### src/sv/oair_pkg.sv
// Shared types and constants for the ordered array insert/remove block.
// Used by the controller, datapath and top level; depends on nothing.
package oair_pkg;

  localparam int unsigned DEPTH_DEF  = 16;
  localparam int unsigned DATA_W_DEF = 32;

  // Field widths fixed by the interface.
  localparam int unsigned OPC_W      = 2;
  localparam int unsigned POS_W      = 5;
  localparam int unsigned IN_DATA_W  = 32;
  localparam int unsigned STS_W      = 2;
  localparam int unsigned OUT_DATA_W = 32;
  localparam int unsigned CNT_W      = 5;
  localparam int unsigned S_TDATA_W  = 40;
  localparam int unsigned M_TDATA_W  = 40;

  // Configuration port.
  localparam int unsigned APB_ADDR_W = 3;
  localparam int unsigned APB_DATA_W = 32;
  localparam logic [CNT_W-1:0] MAX_COUNT_RST = CNT_W'(16);

  typedef enum logic [OPC_W-1:0] {
    OP_INSERT = 2'd0,
    OP_REMOVE = 2'd1,
    OP_READ   = 2'd2,
    OP_NOP    = 2'd3
  } opcode_e;

  typedef enum logic [STS_W-1:0] {
    ST_DONE  = 2'd0,
    ST_FULL  = 2'd1,
    ST_RANGE = 2'd2
  } status_e;

  // Datapath operations issued by the controller.
  typedef enum logic [3:0] {
    DP_NOP,
    DP_LOAD,
    DP_RD_PREV,
    DP_WR_UP,
    DP_RD_NEXT,
    DP_WR_DOWN,
    DP_WR_NEW,
    DP_RD_POS,
    DP_CAPTURE,
    DP_RESULT
  } dp_op_e;

  typedef struct packed {
    dp_op_e  op;
    status_e status;
  } cmd_t;

  typedef struct packed {
    opcode_e op;
    logic    full;
    logic    pos_gt_cnt;
    logic    pos_ge_cnt;
    logic    at_pos;
    logic    at_last;
  } dp_sts_t;

endpackage

### src/sv/ordered_array_insert_remove.sv
// Top level of the ordered array with insert, remove and read by position.
// Depends on oair_pkg, oair_ctrl and oair_dp; holds the configuration register.
//
// Channel   Direction  Handshake             Payload
// s_axis    in         tvalid/tready         tuser: opcode; tdata: position, data
// m_axis    out        tvalid/tready         tdata: status, read_data, length, full_res
// apb       in/out     psel/penable/pready   max_count at byte address 0
//
// Sequencing: one transaction at a time. A failed operation or no-op goes from
// the check straight to the result; a read first reads and captures the entry;
// an insert moves entries up, then writes the new one; a remove moves entries
// down. Each shift uses the single write and single read port of the entry RAM,
// three controller steps per entry. The next item is accepted in the cycle
// after the result is loaded, even while that result still waits on m_axis.
// Reset clears the count and the state machine; entry contents are not reset.
// A stall on m_axis holds the finished result and the following item in its
// last step until the output register frees up.
module ordered_array_insert_remove #(
  parameter int unsigned DEPTH      = oair_pkg::DEPTH_DEF,
  parameter int unsigned DATA_WIDTH = oair_pkg::DATA_W_DEF
) (
  input  logic                              clk_i,
  input  logic                              rst_ni,
  // Input stream.
  input  logic                              s_axis_tvalid,
  output logic                              s_axis_tready,
  // tdata from bit 0: position[4:0], data[36:5], zero fill [39:37].
  input  logic [oair_pkg::S_TDATA_W-1:0]    s_axis_tdata,
  // tuser from bit 0: opcode[1:0].
  input  logic [oair_pkg::OPC_W-1:0]        s_axis_tuser,
  // Result stream.
  output logic                              m_axis_tvalid,
  input  logic                              m_axis_tready,
  // tdata from bit 0: status[1:0], read_data[33:2], length[38:34], full_res[39].
  output logic [oair_pkg::M_TDATA_W-1:0]    m_axis_tdata,
  // Configuration port.
  input  logic                              psel,
  input  logic                              penable,
  input  logic                              pwrite,
  input  logic [oair_pkg::APB_ADDR_W-1:0]   paddr,
  input  logic [oair_pkg::APB_DATA_W-1:0]   pwdata,
  output logic [oair_pkg::APB_DATA_W-1:0]   prdata,
  output logic                              pready
);

  import oair_pkg::*;

  logic [CNT_W-1:0]      max_count_q;
  logic                  cfg_sel;
  cmd_t                  cmd;
  dp_sts_t               sts;
  status_e               res_status;
  logic [OUT_DATA_W-1:0] res_rdata;
  logic [CNT_W-1:0]      res_length;
  logic                  res_full;

  // The only register sits at byte address 0; bit 2 picks the next word.
  assign pready  = 1'b1;
  assign cfg_sel = !paddr[2];
  assign prdata  = cfg_sel ? APB_DATA_W'(max_count_q) : '0;

  always_ff @(posedge clk_i or negedge rst_ni) begin
    if (!rst_ni) begin
      max_count_q <= MAX_COUNT_RST;
    end else if (psel && penable && pwrite && pready && cfg_sel) begin
      max_count_q <= pwdata[CNT_W-1:0];
    end
  end

  oair_ctrl u_ctrl (
    .clk_i     (clk_i),
    .rst_ni    (rst_ni),
    .s_valid_i (s_axis_tvalid),
    .s_ready_o (s_axis_tready),
    .m_valid_o (m_axis_tvalid),
    .m_ready_i (m_axis_tready),
    .sts_i     (sts),
    .cmd_o     (cmd)
  );

  oair_dp #(
    .DEPTH      (DEPTH),
    .DATA_WIDTH (DATA_WIDTH)
  ) u_dp (
    .clk_i        (clk_i),
    .rst_ni       (rst_ni),
    .in_opcode_i  (opcode_e'(s_axis_tuser)),
    .in_pos_i     (s_axis_tdata[POS_W-1:0]),
    .in_data_i    (s_axis_tdata[POS_W+IN_DATA_W-1:POS_W]),
    .max_count_i  (max_count_q),
    .cmd_i        (cmd),
    .sts_o        (sts),
    .res_status_o (res_status),
    .res_rdata_o  (res_rdata),
    .res_length_o (res_length),
    .res_full_o   (res_full)
  );

  assign m_axis_tdata = {res_full, res_length, res_rdata, res_status};

endmodule

### src/sv/oair_ram.sv
// Generic single-write, single-read RAM with a registered read port.
// Stand-alone; used by the datapath to hold the list entries.
module oair_ram #(
  parameter  int unsigned WIDTH = 32,
  parameter  int unsigned DEPTH = 16,
  localparam int unsigned AW    = (DEPTH > 1) ? $clog2(DEPTH) : 1
) (
  input  logic             clk_i,
  input  logic             we_i,
  input  logic [AW-1:0]    waddr_i,
  input  logic [WIDTH-1:0] wdata_i,
  input  logic             re_i,
  input  logic [AW-1:0]    raddr_i,
  output logic [WIDTH-1:0] rdata_o
);

  logic [WIDTH-1:0] mem_q [DEPTH];
  logic [WIDTH-1:0] rdata_q;

  always_ff @(posedge clk_i) begin
    if (we_i) begin
      mem_q[waddr_i] <= wdata_i;
    end
    if (re_i) begin
      rdata_q <= mem_q[raddr_i];
    end
  end

  assign rdata_o = rdata_q;

endmodule

### src/sv/oair_ctrl.sv
// Controller state machine: sequences checks, entry shifts and result hand-off.
// Depends on oair_pkg; drives the datapath through cmd_t and reads dp_sts_t.
module oair_ctrl (
  input  logic              clk_i,
  input  logic              rst_ni,
  input  logic              s_valid_i,
  output logic              s_ready_o,
  output logic              m_valid_o,
  input  logic              m_ready_i,
  input  oair_pkg::dp_sts_t sts_i,
  output oair_pkg::cmd_t    cmd_o
);

  import oair_pkg::*;

  typedef enum logic [3:0] {
    S_IDLE,
    S_DECIDE,
    S_INS_CHK,
    S_INS_RD,
    S_INS_WR,
    S_INS_NEW,
    S_REM_CHK,
    S_REM_RD,
    S_REM_WR,
    S_RD_MEM,
    S_RD_CAP,
    S_FINISH
  } state_e;

  state_e  state_q, state_d;
  status_e status_q, status_d;
  logic    m_valid_q, m_valid_d;
  logic    out_free;

  assign out_free = !m_valid_q || m_ready_i;

  always_comb begin
    state_d    = state_q;
    status_d   = status_q;
    m_valid_d  = m_valid_q && !m_ready_i;
    cmd_o.op   = DP_NOP;
    cmd_o.status = status_q;
    case (state_q)
      S_IDLE: begin
        if (s_valid_i) begin
          cmd_o.op = DP_LOAD;
          status_d = ST_DONE;
          state_d  = S_DECIDE;
        end
      end
      S_DECIDE: begin
        case (sts_i.op)
          OP_INSERT: begin
            if (sts_i.full) begin
              status_d = ST_FULL;
              state_d  = S_FINISH;
            end else if (sts_i.pos_gt_cnt) begin
              status_d = ST_RANGE;
              state_d  = S_FINISH;
            end else begin
              state_d = S_INS_CHK;
            end
          end
          OP_REMOVE: begin
            if (sts_i.pos_ge_cnt) begin
              status_d = ST_RANGE;
              state_d  = S_FINISH;
            end else begin
              state_d = S_REM_CHK;
            end
          end
          OP_READ: begin
            if (sts_i.pos_ge_cnt) begin
              status_d = ST_RANGE;
              state_d  = S_FINISH;
            end else begin
              state_d = S_RD_MEM;
            end
          end
          default: begin
            state_d = S_FINISH;
          end
        endcase
      end
      S_INS_CHK: begin
        state_d = sts_i.at_pos ? S_INS_NEW : S_INS_RD;
      end
      S_INS_RD: begin
        cmd_o.op = DP_RD_PREV;
        state_d  = S_INS_WR;
      end
      S_INS_WR: begin
        cmd_o.op = DP_WR_UP;
        state_d  = S_INS_CHK;
      end
      S_INS_NEW: begin
        cmd_o.op = DP_WR_NEW;
        state_d  = S_FINISH;
      end
      S_REM_CHK: begin
        state_d = sts_i.at_last ? S_FINISH : S_REM_RD;
      end
      S_REM_RD: begin
        cmd_o.op = DP_RD_NEXT;
        state_d  = S_REM_WR;
      end
      S_REM_WR: begin
        cmd_o.op = DP_WR_DOWN;
        state_d  = S_REM_CHK;
      end
      S_RD_MEM: begin
        cmd_o.op = DP_RD_POS;
        state_d  = S_RD_CAP;
      end
      S_RD_CAP: begin
        cmd_o.op = DP_CAPTURE;
        state_d  = S_FINISH;
      end
      S_FINISH: begin
        if (out_free) begin
          cmd_o.op  = DP_RESULT;
          m_valid_d = 1'b1;
          state_d   = S_IDLE;
        end
      end
      default: begin
        state_d = S_IDLE;
      end
    endcase
  end

  always_ff @(posedge clk_i or negedge rst_ni) begin
    if (!rst_ni) begin
      state_q   <= S_IDLE;
      status_q  <= ST_DONE;
      m_valid_q <= 1'b0;
    end else begin
      state_q   <= state_d;
      status_q  <= status_d;
      m_valid_q <= m_valid_d;
    end
  end

  assign s_ready_o = (state_q == S_IDLE);
  assign m_valid_o = m_valid_q;

endmodule

### src/sv/oair_dp.sv
// Datapath: item registers, element count, shift index, entry RAM and result.
// Depends on oair_pkg and oair_ram; steered by the controller's cmd_t.
module oair_dp #(
  parameter int unsigned DEPTH      = oair_pkg::DEPTH_DEF,
  parameter int unsigned DATA_WIDTH = oair_pkg::DATA_W_DEF
) (
  input  logic                               clk_i,
  input  logic                               rst_ni,
  input  oair_pkg::opcode_e                  in_opcode_i,
  input  logic [oair_pkg::POS_W-1:0]         in_pos_i,
  input  logic [oair_pkg::IN_DATA_W-1:0]     in_data_i,
  input  logic [oair_pkg::CNT_W-1:0]         max_count_i,
  input  oair_pkg::cmd_t                     cmd_i,
  output oair_pkg::dp_sts_t                  sts_o,
  output oair_pkg::status_e                  res_status_o,
  output logic [oair_pkg::OUT_DATA_W-1:0]    res_rdata_o,
  output logic [oair_pkg::CNT_W-1:0]         res_length_o,
  output logic                               res_full_o
);

  import oair_pkg::*;

  localparam int unsigned AW = (DEPTH > 1) ? $clog2(DEPTH) : 1;

  opcode_e               op_q;
  logic [POS_W-1:0]      pos_q;
  logic [DATA_WIDTH-1:0] data_q;
  logic [DATA_WIDTH-1:0] rd_q;
  logic [CNT_W-1:0]      idx_q;
  logic [CNT_W-1:0]      cnt_q, cnt_d;
  logic [CNT_W-1:0]      cap;
  logic [CNT_W:0]        idx_inc;

  status_e               res_status_q;
  logic [OUT_DATA_W-1:0] res_rdata_q;
  logic [CNT_W-1:0]      res_length_q;
  logic                  res_full_q;

  logic                  ram_we, ram_re;
  logic [CNT_W-1:0]      waddr, raddr;
  logic [DATA_WIDTH-1:0] ram_wdata, ram_rdata;

  // A capacity above the built depth acts as the depth.
  assign cap     = (32'(max_count_i) > DEPTH) ? CNT_W'(DEPTH) : max_count_i;
  assign idx_inc = {1'b0, idx_q} + {{CNT_W{1'b0}}, 1'b1};

  assign sts_o.op         = op_q;
  assign sts_o.full       = (cnt_q >= cap);
  assign sts_o.pos_gt_cnt = (pos_q > cnt_q);
  assign sts_o.pos_ge_cnt = (pos_q >= cnt_q);
  assign sts_o.at_pos     = (idx_q == pos_q);
  assign sts_o.at_last    = (idx_inc == {1'b0, cnt_q});

  assign ram_we = (cmd_i.op == DP_WR_UP) || (cmd_i.op == DP_WR_DOWN) ||
                  (cmd_i.op == DP_WR_NEW);
  assign ram_re = (cmd_i.op == DP_RD_PREV) || (cmd_i.op == DP_RD_NEXT) ||
                  (cmd_i.op == DP_RD_POS);

  assign waddr     = (cmd_i.op == DP_WR_NEW) ? pos_q : idx_q;
  assign ram_wdata = (cmd_i.op == DP_WR_NEW) ? data_q : ram_rdata;

  always_comb begin
    case (cmd_i.op)
      DP_RD_PREV: raddr = idx_q - CNT_W'(1);
      DP_RD_NEXT: raddr = idx_inc[CNT_W-1:0];
      default:    raddr = pos_q;
    endcase
  end

  oair_ram #(
    .WIDTH (DATA_WIDTH),
    .DEPTH (DEPTH)
  ) u_ram (
    .clk_i   (clk_i),
    .we_i    (ram_we),
    .waddr_i (AW'(waddr)),
    .wdata_i (ram_wdata),
    .re_i    (ram_re),
    .raddr_i (AW'(raddr)),
    .rdata_o (ram_rdata)
  );

  // The count moves only when a successful insert or remove reports.
  always_comb begin
    cnt_d = cnt_q;
    if (cmd_i.status == ST_DONE) begin
      if (op_q == OP_INSERT) begin
        cnt_d = cnt_q + CNT_W'(1);
      end else if (op_q == OP_REMOVE) begin
        cnt_d = cnt_q - CNT_W'(1);
      end
    end
  end

  always_ff @(posedge clk_i or negedge rst_ni) begin
    if (!rst_ni) begin
      cnt_q <= '0;
    end else if (cmd_i.op == DP_RESULT) begin
      cnt_q <= cnt_d;
    end
  end

  always_ff @(posedge clk_i) begin
    case (cmd_i.op)
      DP_LOAD: begin
        op_q   <= in_opcode_i;
        pos_q  <= in_pos_i;
        data_q <= DATA_WIDTH'(in_data_i);
        rd_q   <= '0;
        idx_q  <= (in_opcode_i == OP_INSERT) ? cnt_q : in_pos_i;
      end
      DP_WR_UP:   idx_q <= idx_q - CNT_W'(1);
      DP_WR_DOWN: idx_q <= idx_inc[CNT_W-1:0];
      DP_CAPTURE: rd_q  <= ram_rdata;
      DP_RESULT: begin
        res_status_q <= cmd_i.status;
        res_rdata_q  <= OUT_DATA_W'(rd_q);
        res_length_q <= cnt_d;
        res_full_q   <= (cnt_d >= cap);
      end
      default: begin
      end
    endcase
  end

  assign res_status_o = res_status_q;
  assign res_rdata_o  = res_rdata_q;
  assign res_length_o = res_length_q;
  assign res_full_o   = res_full_q;

`ifndef NO_ASSERTIONS
  a_cnt_in_depth: assert property (@(posedge clk_i) disable iff (!rst_ni)
    32'(cnt_q) <= DEPTH)
    else $error("element count exceeds the built depth");

  a_write_in_list: assert property (@(posedge clk_i) disable iff (!rst_ni)
    ram_we |-> (waddr <= cnt_q))
    else $error("entry write beyond the end of the list");

  a_capture_after_read: assert property (@(posedge clk_i) disable iff (!rst_ni)
    (cmd_i.op == DP_CAPTURE) |-> $past(cmd_i.op == DP_RD_POS))
    else $error("read data captured without a preceding RAM read");
`endif

endmodule
### config.mk
export PLATFORM = sky130hd
export DESIGN_NAME = ordered_array_insert_remove
export DESIGN_NICKNAME = d
export VERILOG_FILES = /design/src/sv/oair_pkg.sv /design/src/sv/ordered_array_insert_remove.sv /design/src/sv/oair_ram.sv /design/src/sv/oair_ctrl.sv /design/src/sv/oair_dp.sv
export SDC_FILE = /design/constraint.sdc
export NUM_CORES = 1
export LEC_CHECK = 0
export BUFFER_PORTS_ARGS = -buffer_cell sky130_fd_sc_hd__buf_2
export CORE_ASPECT_RATIO = 1.25
export CORE_MARGIN = 4
export CORE_UTILIZATION = 65
export DETAILED_ROUTE_END_ITERATION = 8
export GPL_TIMING_DRIVEN = 0
export PLACE_DENSITY_LB_ADDON = 0.25
export SLEW_MARGIN = 20
export SYNTH_ARGS = -nofsm -noshare
export SYNTH_HDL_FRONTEND = slang
export SYNTH_SLANG_ARGS = --single-unit
export TNS_END_PERCENT = 50
### constraint.sdc
create_clock -name clk_i -period 6.1 [get_ports clk_i]
set_clock_uncertainty 0.15 [all_clocks]
set_input_delay 0.61 -clock clk_i [delete_from_list [all_inputs] [get_ports clk_i]]
set_output_delay 0.61 -clock clk_i [all_outputs]
set_load 0.05 [all_outputs]
# [After elaboration in Yosys (flattened, before gate mapping)]
# Memory sizes are Yosys's and may differ from the RTL's. A register that Yosys moved wholly into a read port is not among the register bits.
# Index checks and enable logic that the tools add are counted.
[totals] output_inout_bits=75 inputBits=84 n_memories=1 ramBits=512 ff_bits=133
[classes] eq_ne=29 n_reduce_logical=23 n_lt_le_gt_ge=5 muxes=34 n_addsub=4
[mem_list] memory="u_dp.u_ram.mem_q" words=16 width=32 read_ports=1 rd_clocked_by_memory_dff=1 write_ports=1 line="oair_ram.sv:17" rtl="logic [WIDTH-1:0] mem_q [DEPTH];"
[ops] operator="case mux 32 bit (2 select lines)" count=1
[ops] operator="case mux 4 bit (11 select lines)" count=1
[ops] operator="case mux 4 bit (9 select lines)" count=1
[ops] operator="equality test 4 x 3 -> 1 bit (second input constant)" count=8
[ops] operator="two-way mux 32 bit" count=1
[ops] operator="two-way mux 4 bit" count=8
[ops] operator="two-way mux 5 bit" count=6
[ops] operator="equality test 4 bit (second input constant)" count=6
[ops] operator="equality test 4 x 2 -> 1 bit (second input constant)" count=4
[ops] operator=">= comparator 5 bit" count=3
[ops] operator="case mux 5 bit (3 select lines)" count=1
[ops] operator="case mux 4 bit (3 select lines)" count=1
[ops] operator="two-way mux 2 bit" count=5
[ops] operator="subtractor 5 x 1 -> 5 bit (second input constant)" count=2
[ops] operator="equality test 4 x 1 -> 1 bit (second input constant)" count=2
[ops] operator="case mux 2 bit (2 select lines)" count=2
[ops] operator="case mux 4 bit (2 select lines)" count=1
[ops] operator="adder 5 x 1 -> 6 bit (second input constant)" count=1
[ops] operator="equality test 6 x 5 -> 1 bit" count=1
[ops] operator="zero test 2 bit" count=3
[ops] operator="!= test 3 bit (second input constant)" count=2
[ops] operator="adder 5 x 1 -> 5 bit (second input constant)" count=1
[ops] operator="equality test 5 bit" count=1
[ops] operator="greater-than comparator 5 bit" count=1
[ops] operator="17 further kinds" count=32

# [Depth between registers and ports, before layout]
# Gate-level depths: netlist (run 1).
[depth] depth_word=9 ltp_mapped=13 ltp_nobuf=12

# [Modules after synthesis]
# Synthesis (run 1) repeated with hierarchy kept, for this count alone.
[hier_totals] hier_cells=1332 hier_area_um2=26684.3
[by_module_without_submodules] module="oair_ram" cells_each=838 area_per_inst_um2=20155.6 seq_area_each_um2=16335.7 instances=1
[by_module_without_submodules] module="oair_dp" cells_each=371 area_per_inst_um2=5426.5 seq_area_each_um2=3608.5 instances=1
[by_module_without_submodules] module="oair_ctrl" cells_each=76 area_per_inst_um2=626.9 seq_area_each_um2=175.2 instances=1
[by_module_without_submodules] module="ordered_array_insert_remove" cells_each=47 area_per_inst_um2=475.5 seq_area_each_um2=126.4 instances=1

# [Worst setup path before layout (run 1)]
# Ideal clock, no wire load.
[synth_timing] kind="register to register" start="register u_ctrl.state_q[1]" end="register u_dp.rd_q[0] (enable)" path_stages_with_launch=8 period_less_slack_ns=4.248 t_required_ns=5.575 arrival_time_ns=3.724 path_slack_ns=1.852 cell_sequence="dfrtp_1 -> clkbuf_1 -> or2_2 -> clkbuf_1 -> nor3_1 -> nand2_1 -> inv_1 -> or2_2"
[synth_between] elab_chain_cells=4 elab_cells_between_ends=13 classes_between="eq/ne (10); mux (1); reduce/logical (2)"
[synth_lines] element="start, declared" line="oair_ctrl.sv:31" rtl="state_e state_q, state_d;"
[synth_lines] element="start signal, assigned" line="oair_ctrl.sv:139" rtl="state_q <= state_d;"
[synth_lines] element="zero test 4 bit *"
[synth_lines] element="net s_axis_tready" line="ordered_array_insert_remove.sv:26" rtl="output logic s_axis_tready,"
[synth_lines] element="case mux 4 bit (9 select lines) *" line="oair_ctrl.sv:44" rtl="case (state_q)"
[synth_lines] element="equality test 4 bit / equality test 4 x 1 -> 1 bit (equally long branches)" line="oair_dp.sv:104" rtl="case (cmd_i.op)"
[synth_lines] element="nonzero test 2 bit (no line) *"
[synth_lines] element="end signal, assigned" line="oair_dp.sv:114" rtl="DP_CAPTURE: rd_q <= ram_rdata;"
[synth_lines] element="end, declared" line="oair_dp.sv:28" rtl="logic [DATA_WIDTH-1:0] rd_q;"
# Mark *: on every way through the listed nets, which the timed path passes. The rest lies on a longest branch.
# A chain may end at the register's enable or synchronous reset.

# [Final worst setup path (run 1)]
[layout_timing] start="register u_ctrl.state_q[2]" end="memory u_dp.u_ram.mem_q[8][10] (enable)"
[layout_between] elab_chain_cells=7 elab_cells_between_ends=18 classes_between="eq/ne (11); mux (4); reduce/logical (3)"
[layout_lines] element="equality test 4 bit, or another cell as far along" line="oair_ctrl.sv:44"
[layout_lines] element="case mux 4 bit (9 select lines) *" line="oair_ctrl.sv:44"
[layout_lines] element="equality test 4 x 2 -> 1 bit / equality test 4 x 3 -> 1 bit (equally long branches)" line="oair_dp.sv:54" rtl="assign ram_we = (cmd_i.op == DP_WR_UP) || (cmd_i.op == DP_WR_DOWN) ||"
[layout_lines] element="logical OR 1 bit (2 in a row)" line="oair_dp.sv:54"
[layout_lines] element="two-way mux 1 bit" line="oair_ram.sv:21" rtl="if (we_i) begin"
[layout_lines] element="two-way mux 1 bit (implied by the code)" line="oair_ram.sv:22" rtl="mem_q[waddr_i] <= wdata_i;"
[layout_lines] element="end, declared" line="oair_ram.sv:17"
# Every way passes the cells marked *; elsewhere a longest branch is shown, timed or not.

==> impl_metrics.toml, run 1 <==
[sta]
setup_ws_ns = 2.22
finalMaxSlewViolations = 0
tightestPinTransition_ns = 1.09
finalCritPeriodShare_pct = 63.5
rsz0062_at_grt = "no"
setup_tns_ns = 0
fin_hold_ws_ns = 0.0265
finalHoldViolations = 0
max_freq_mhz = 258
max-slew-margin-rel_pct = 27.7
post-route-min-period_ns = 3.88
setup-violations-final = 0

[setup_path]
r2r_cells = 10
cp_slowest_stage_delay_ns = 0.75
critPathCaptureType = "register"
crit_type = "reg2reg"
ff2ff_setup_slack_ns = 2.22
path_buf_inv = 5
slowest_stage = "a31oi_1"
cp-endpoint = "u_dp.u_ram.mem_q[8][10]"
cp.required_ns = 6.34
timing.rr.end = "u_dp.u_ram.mem_q[8][10]"
r2r-start = "u_ctrl.state_q[2]"
cp-startpoint = "u_ctrl.state_q[2]"
cp_max_fo = 13
crit_cells = 10
crit_path_start_kind = "register"
cp_data_arrival_time_ns = 4.11
cp_top_family = "buffers and inverters"
path_cells = "buf_6, clkbuf_1, nor2b_1, and2_1, clkbuf_1, nor3b_1, a31oi_1, nor2_4, buf_16, buf_16"

[cells_and_area]
fin_area_mm2 = 0.0317
drive_above_1_share_pct = 14.8
area_growth_pct = 15.5
layout_common_cells = "660 x edfxtp_1, 344 x nand2_1, 148 x a21oi_1"
antenna_cells = 0
fin_nets = 2230
final_common_cell = "edfxtp_1"

[synth]
ys_warn_count = 0
yosys_register_bits = 677
async_flop_share_pct = 2.51
syn_area_mm2 = 0.0274
synth-edff-count = 660
synth_flop_cell = "edfxtp_1"
synth_area_per_cell_um2 = 14.6
ys_seq_area_share_pct = 73.8
postSynthCellCount = 1882
synth_cell_type_count = 63

[floorplan]
rows = 83
die_w_um = 192
fp.dieArea_mm2 = 0.0456
fp.coreArea_mm2 = 0.0414
die_h_um = 238
initial_utilization_pct = 66.2
io_pins = 159

[pwr]
powerDensity_mw_per_mm2 = 490
leakagePower_nw = 11.4
p_total_mw = 15.5
peakVddDrop_v = 0.000337

[global_route]
grt.overflow.total = 0
grt_max_degree = 41
antenna_found_initial = 0
grt.total_usage_pct = 30.5
grt_pass1_vias = 17800
grt_pass1_wl_um = 104000

[min_path]
min_path_type = "in2reg"

[cts]
clockBufferDepth = 3
root_buffer = "clkbuf_16"
path_clk_slew_ns = 0.07
cts_made_buffers = 61
clkLatencyLatePin_ns = 0.64
tritoncts = "yes"
htree_num_levels = 2
cts.sinks = 677

[drt]
routed_wirelength_um = 70100
ant_nets = 0
vias = 17500
drc = 0
first_iter_violations = 2101
detail_route.vias_per_cell = 6.45
wl_per_cell_um = 25.8
drtPass1Iterations = 8

[placed_design]
dp_hpwl_um = 45200
portBuffers = 98
place_ws_ns = 2.34
place_area_mm2 = 0.0294
gp_congestion = 0.895

[status]
status = "complete, no violations"

[flow_run]
maxCapViolations = 0
## synthesized netlist by cell type (23+ instances only)
| master | number | area share, % |
|---|---|---|
| edfxtp_1 | 660 | 72 |
| nand2_1 | 344 | 4.7 |
| a21oi_1 | 148 | 2.7 |
| mux2i_1 | 102 | 3.7 |
| nand3_1 | 74 | 1.4 |
| clkbuf_1 | 65 | 0.89 |
| a221o_1 | 64 | 2.3 |
| a22oi_1 | 38 | 1.0 |
| nor2_1 | 38 | 0.52 |
| a32oi_1 | 35 | 1.1 |
| buf_2 | 35 | 0.64 |
| buf_4 | 34 | 0.93 |
| and3_1 | 33 | 0.75 |
| ha_1 | 23 | 1.0 |
## worst min-delay path by stage
stage	from	endpoint	slack [ns]	cells past startpoint
after global routing	s_axis_tdata[4]	u_dp.pos_q[4]	0.01	1
after floorplan	rst_ni	max_count_q[0]	0.16	0
after CTS	s_axis_tdata[0]	u_dp.pos_q[0]	0.009	1
after global placement	u_dp.rd_q[2]	u_dp.res_rdata_o[2]	0.25	0
after detailed placement	u_dp.rd_q[24]	u_dp.res_rdata_o[24]	0.25	0
final	s_axis_tdata[0]	u_dp.pos_q[0]	0.03	1
## sequential cells by signal (all words and copies together), names as in the netlist, 4 cells and up
register	cells
max_count_q	5
u_dp.cnt_q	5
u_dp.pos_q	5
u_dp.idx_q	5
u_dp.res_length_o	5
u_dp.data_q	32
u_dp.rd_q	32
u_dp.u_ram.rdata_o	32
u_dp.u_ram.mem_q	512
u_dp.res_rdata_o	32
u_ctrl.state_q	4
## per-stage QoR
stage,util [%],instances
6_report,76.5,2721
3_5_place_dp,70.8,2579
4_1_cts,76.5,2721
5_1_grt,76.5,2721
2_1_floorplan,-,1908
3_3_place_gp,69.3,2558
## power by group
part           total [mW]  leakage, nW  internal [mW]  switching [mW]
logic                5.17         4.24           1.44            3.73
clock network        3.85        0.984           2.20            1.66
registers            6.52         6.21           6.34           0.184
total                15.5         11.4           9.97            5.57
## cell type report
type,count,area [µm²]
timing repair buffer,152,1340
multi-input combinational,1063,6540
tap,552,691
inverter,20,77.6
clock inverter,34,365
clock buffer,75,1640
sequential,677,20200
buffer,148,787
fill,2337,9750
## per-layer routing
metal  wire (µm)  global-route usage (%)  vias to the layer above
met2       35100                    51.9                     1191
met3        7360                    6.67                      239
met5           0                       0                        -
met1       24100                    37.5                     8550
li1            -                       -                     7560
met4        3520                    14.3                        0
## cell families (layout without fill, tap and decap cells)
group | count (synthesis) | count (layout) | synth area share, %
buf+inv | 168 | 429 | 3.14
xor+xnor | 26 | 26 | 0.830
flops | 677 | 677 | 73.8
other cells | 2 | 28 | 0.0274
simple gates | 543 | 543 | 8.61
mux | 109 | 109 | 4.05
compound gates | 334 | 334 | 8.48
fa+ha+maj | 23 | 23 | 1.05
## repair_timing
action                                 4_1_cts  5_1_grt
endpoints found under the hold margin       48        0
hold buffers                                33        0
buffers inserted                             0        0
gates resized for setup                      0        0
(Power assumes the default switching activity.)
==> run 2, diff against run 1 <==
ABC_AREA = 1   (was default)
CORE_UTILIZATION = 61   (was 65)
clock period = 3.9 ns   (was 6.1 ns; I/O delays follow)
==> run 2 against run 1 <==
Power increased by 64%. Sequential cell count unchanged. Sequential power increased by 56%. Core utilization decreased by 4.7 points. Sequential share of layout area decreased by 5.3 points. Non-clock buffer count increased by 34. Combinational power increased by 73%. Maximum frequency increased by 4.4%. Clock power increased by 63%. Setup slack got worse by 2.0 ns. Worst hold slack improved by 0.094 ns. Largest cell class unchanged. Largest power group unchanged. Highest routed layer is now met5.
==> impl_metrics.toml, run 2 <==
[sta]
rsz0062_at_grt = "no"
max-slew-margin-rel_pct = 21.8
post-route-min-period_ns = 3.71
finalCritPeriodShare_pct = 95.2
setup_tns_ns = 0
finalMaxSlewViolations = 0
finalHoldViolations = 0
max_freq_mhz = 269
tightestPinTransition_ns = 1.16
setup-violations-final = 0

[global_route]
grt_pass1_wl_um = 116000
antenna_found_initial = 1
grt.overflow.total = 0
grt_max_degree = 31
grt_pass1_vias = 20700
grt.total_usage_pct = 29.6

[cells_and_area]
final_common_cell = "nand2_1"
largest_reg_flops = 512
antenna_cells = 0
fill_cells = 3211
final_util_pct = 71.7
fin_nets = 3204
layout_common_cells = "674 x nand2_1, 660 x edfxtp_1, 607 x inv_1"
fin_area_mm2 = 0.0346
fin_cells = 3789
drive_above_1_share_pct = 12.8
top_register = "u_dp.u_ram.mem_q"
area_growth_pct = 16.5

[pwr]
swShare_pct = 37.5
power_frac_seq_pct = 40.1
comb_power_share_pct = 35.3
peakVddDrop_v = 0.000506
intPower_mw = 15.9
net-switching-power_mw = 9.54
p_clk_share_pct = 24.6
powerDensity_mw_per_mm2 = 735
leakagePower_nw = 15.1

[cts]
cts.sinks = 677
root_buffer = "clkbuf_16"
path_clk_slew_ns = 0.06
clkLatencyLatePin_ns = 0.60
htree_num_levels = 3
post-cts-setup-buffers = 0
clockBufferDepth = 3
tritoncts = "yes"
cts_made_buffers = 66

[synth]
synth_flop_cell = "edfxtp_1"
postSynthCellCount = 2814
syn_area_mm2 = 0.0297
ys_warn_count = 0
netlist_top_cells_count = "675 x nand2_1, 660 x edfxtp_1, 607 x inv_1, 474 x nand3_1, 90 x nor2_1"
yosys_register_bits = 677
synth_area_per_cell_um2 = 10.5
synth.area.top_cells = "edfxtp_1 67%, nand2_1 8.5%, nand3_1 8.0%"
synth_area_leader_cell = "edfxtp_1"
synth_cell_type_count = 40
ys_seq_area_share_pct = 68.2
yosysTopAreaCellShare_pct = 66.8
yosysMostFrequentCell = "nand2_1"
async_flop_share_pct = 2.51
synth-edff-count = 660

[placed_design]
portBuffers = 98
dp_cells = 3626
dp_hpwl_um = 52400
place_area_mm2 = 0.0320
gp_congestion = 0.874

[floorplan]
die_h_um = 255
io_pins = 159
die_w_um = 205
fp.dieArea_mm2 = 0.0523
fp.coreArea_mm2 = 0.0482
rows = 90
initial_utilization_pct = 61.6

[setup_path]
cp_max_fo = 16
slowest_stage = "clkbuf_1"
cp.required_ns = 3.99
critPathCaptureType = "register"
path_cells = "inv_1, nand2_1, nor2_1, clkbuf_1, clkbuf_1, nand2_1, o21ai_1"
crit_path_start_kind = "register"
path_buf_inv = 3
cp_data_arrival_time_ns = 3.80
crit_type = "reg2reg"
cp_top_family = "buffers and inverters"
cp_slowest_stage_delay_ns = 0.79

[drt]
first_iter_violations = 2224
vias = 20900
drtPass1Iterations = 6
routed_wirelength_um = 77800
ant_nets = 0
detail_route.vias_per_cell = 5.51
drc = 0
wl_per_cell_um = 20.5

[min_path]
min_path_type = "in2async"

[flow_run]
maxCapViolations = 0

[status]
status = "complete, no violations"
run 2: cell types whose count changed in the layout (fill, tap and decap cells not counted), moves of 57 or more:
cell	delta
nand3_1	+400
mux2i_1	-101
a221o_1	-64
clkbuf_1	-57
inv_1	+589
nand2_1	+330
a21oi_1	-134
run 2: worst paths after layout:
kind	startpoint	to	slack [ns]	cells after the start
setup / recovery	u_ctrl.state_q[1]	u_dp.u_ram.mem_q[0][18]	0.19	7
hold / removal	rst_ni	u_dp.cnt_q[3]	0.12	2
setup reg to reg	u_ctrl.state_q[1]	u_dp.u_ram.mem_q[0][18]	0.19	7
hold reg to reg	u_dp.rd_q[7]	u_dp.res_rdata_o[7]	0.27	0
max in group asynchronous	rst_ni	max_count_q[4]	3.14	2
min in group clk_i	pwrite	max_count_q[4]	0.12	3
run 2: logic make-up after synthesis:
kind of cell / Yosys count / synth area share (%)
muxes: 3 / 0.110
buffers and inverters: 755 / 10.7
DFF: 677 / 68.2
xor gates and xnor gates: 10 / 0.295
and+or+nand+nor: 1255 / 18.0
AOI/OAI and AO/OA: 89 / 1.66
other: 2 / 0.0253
adders and majority gates: 23 / 0.969
run 2: cell type report:
class / count / area (µm²) / share of cell area, %
buffer: 145 / 900 / 2.60
tap: 644 / 806 / 2.33
inverter: 610 / 2290 / 6.62
multi-input combinational: 1408 / 6500 / 18.8
clock buffer: 77 / 1740 / 5.02
timing repair buffer: 189 / 1750 / 5.05
clock inverter: 39 / 352 / 1.02
sequential: 677 / 20200 / 58.6
run 2: repair_timing:
action,in CTS,in global routing
hold buffers,47,0
hold endpoints to repair,63,0
resized for setup,0,0
run 2: power groups by stage:
stage	registers, mW	clock network (mW)	logic, mW
2_1_floorplan	10.4	0	5.19
3_3_place_gp	10.4	0	7.89
3_5_place_dp	10.3	0	8.67
4_1_cts	10.2	6.28	8.77
5_1_grt	10.3	6.59	9.63
6_report	10.2	6.26	8.96
run 2: stage by stage:
step	hold WS, ns	total power, mW	setup slack (ns)
6_report	0.121	25.4	0.189
5_1_grt	0.146	26.5	0.0801
4_1_cts	0.0743	25.2	0.320
3_5_place_dp	0.202	19.0	0.321
3_3_place_gp	0.194	18.3	-3.10
2_1_floorplan	-0.0556	15.6	0.0511
run 2: per-layer routing:
| metal | global-route usage [%] | vias up | part of all wire, % | wire (µm) |
|---|---|---|---|---|
| li1 | - | 9601 | - | - |
| met1 | 35.7 | 9821 | 35 | 27500 |
| met2 | 50.6 | 1178 | 49 | 38400 |
| met3 | 5.93 | 260 | 9.9 | 7690 |
| met4 | 16.1 | 2 | 5.4 | 4190 |
| met5 | 0 | - | 0.017 | 13 |
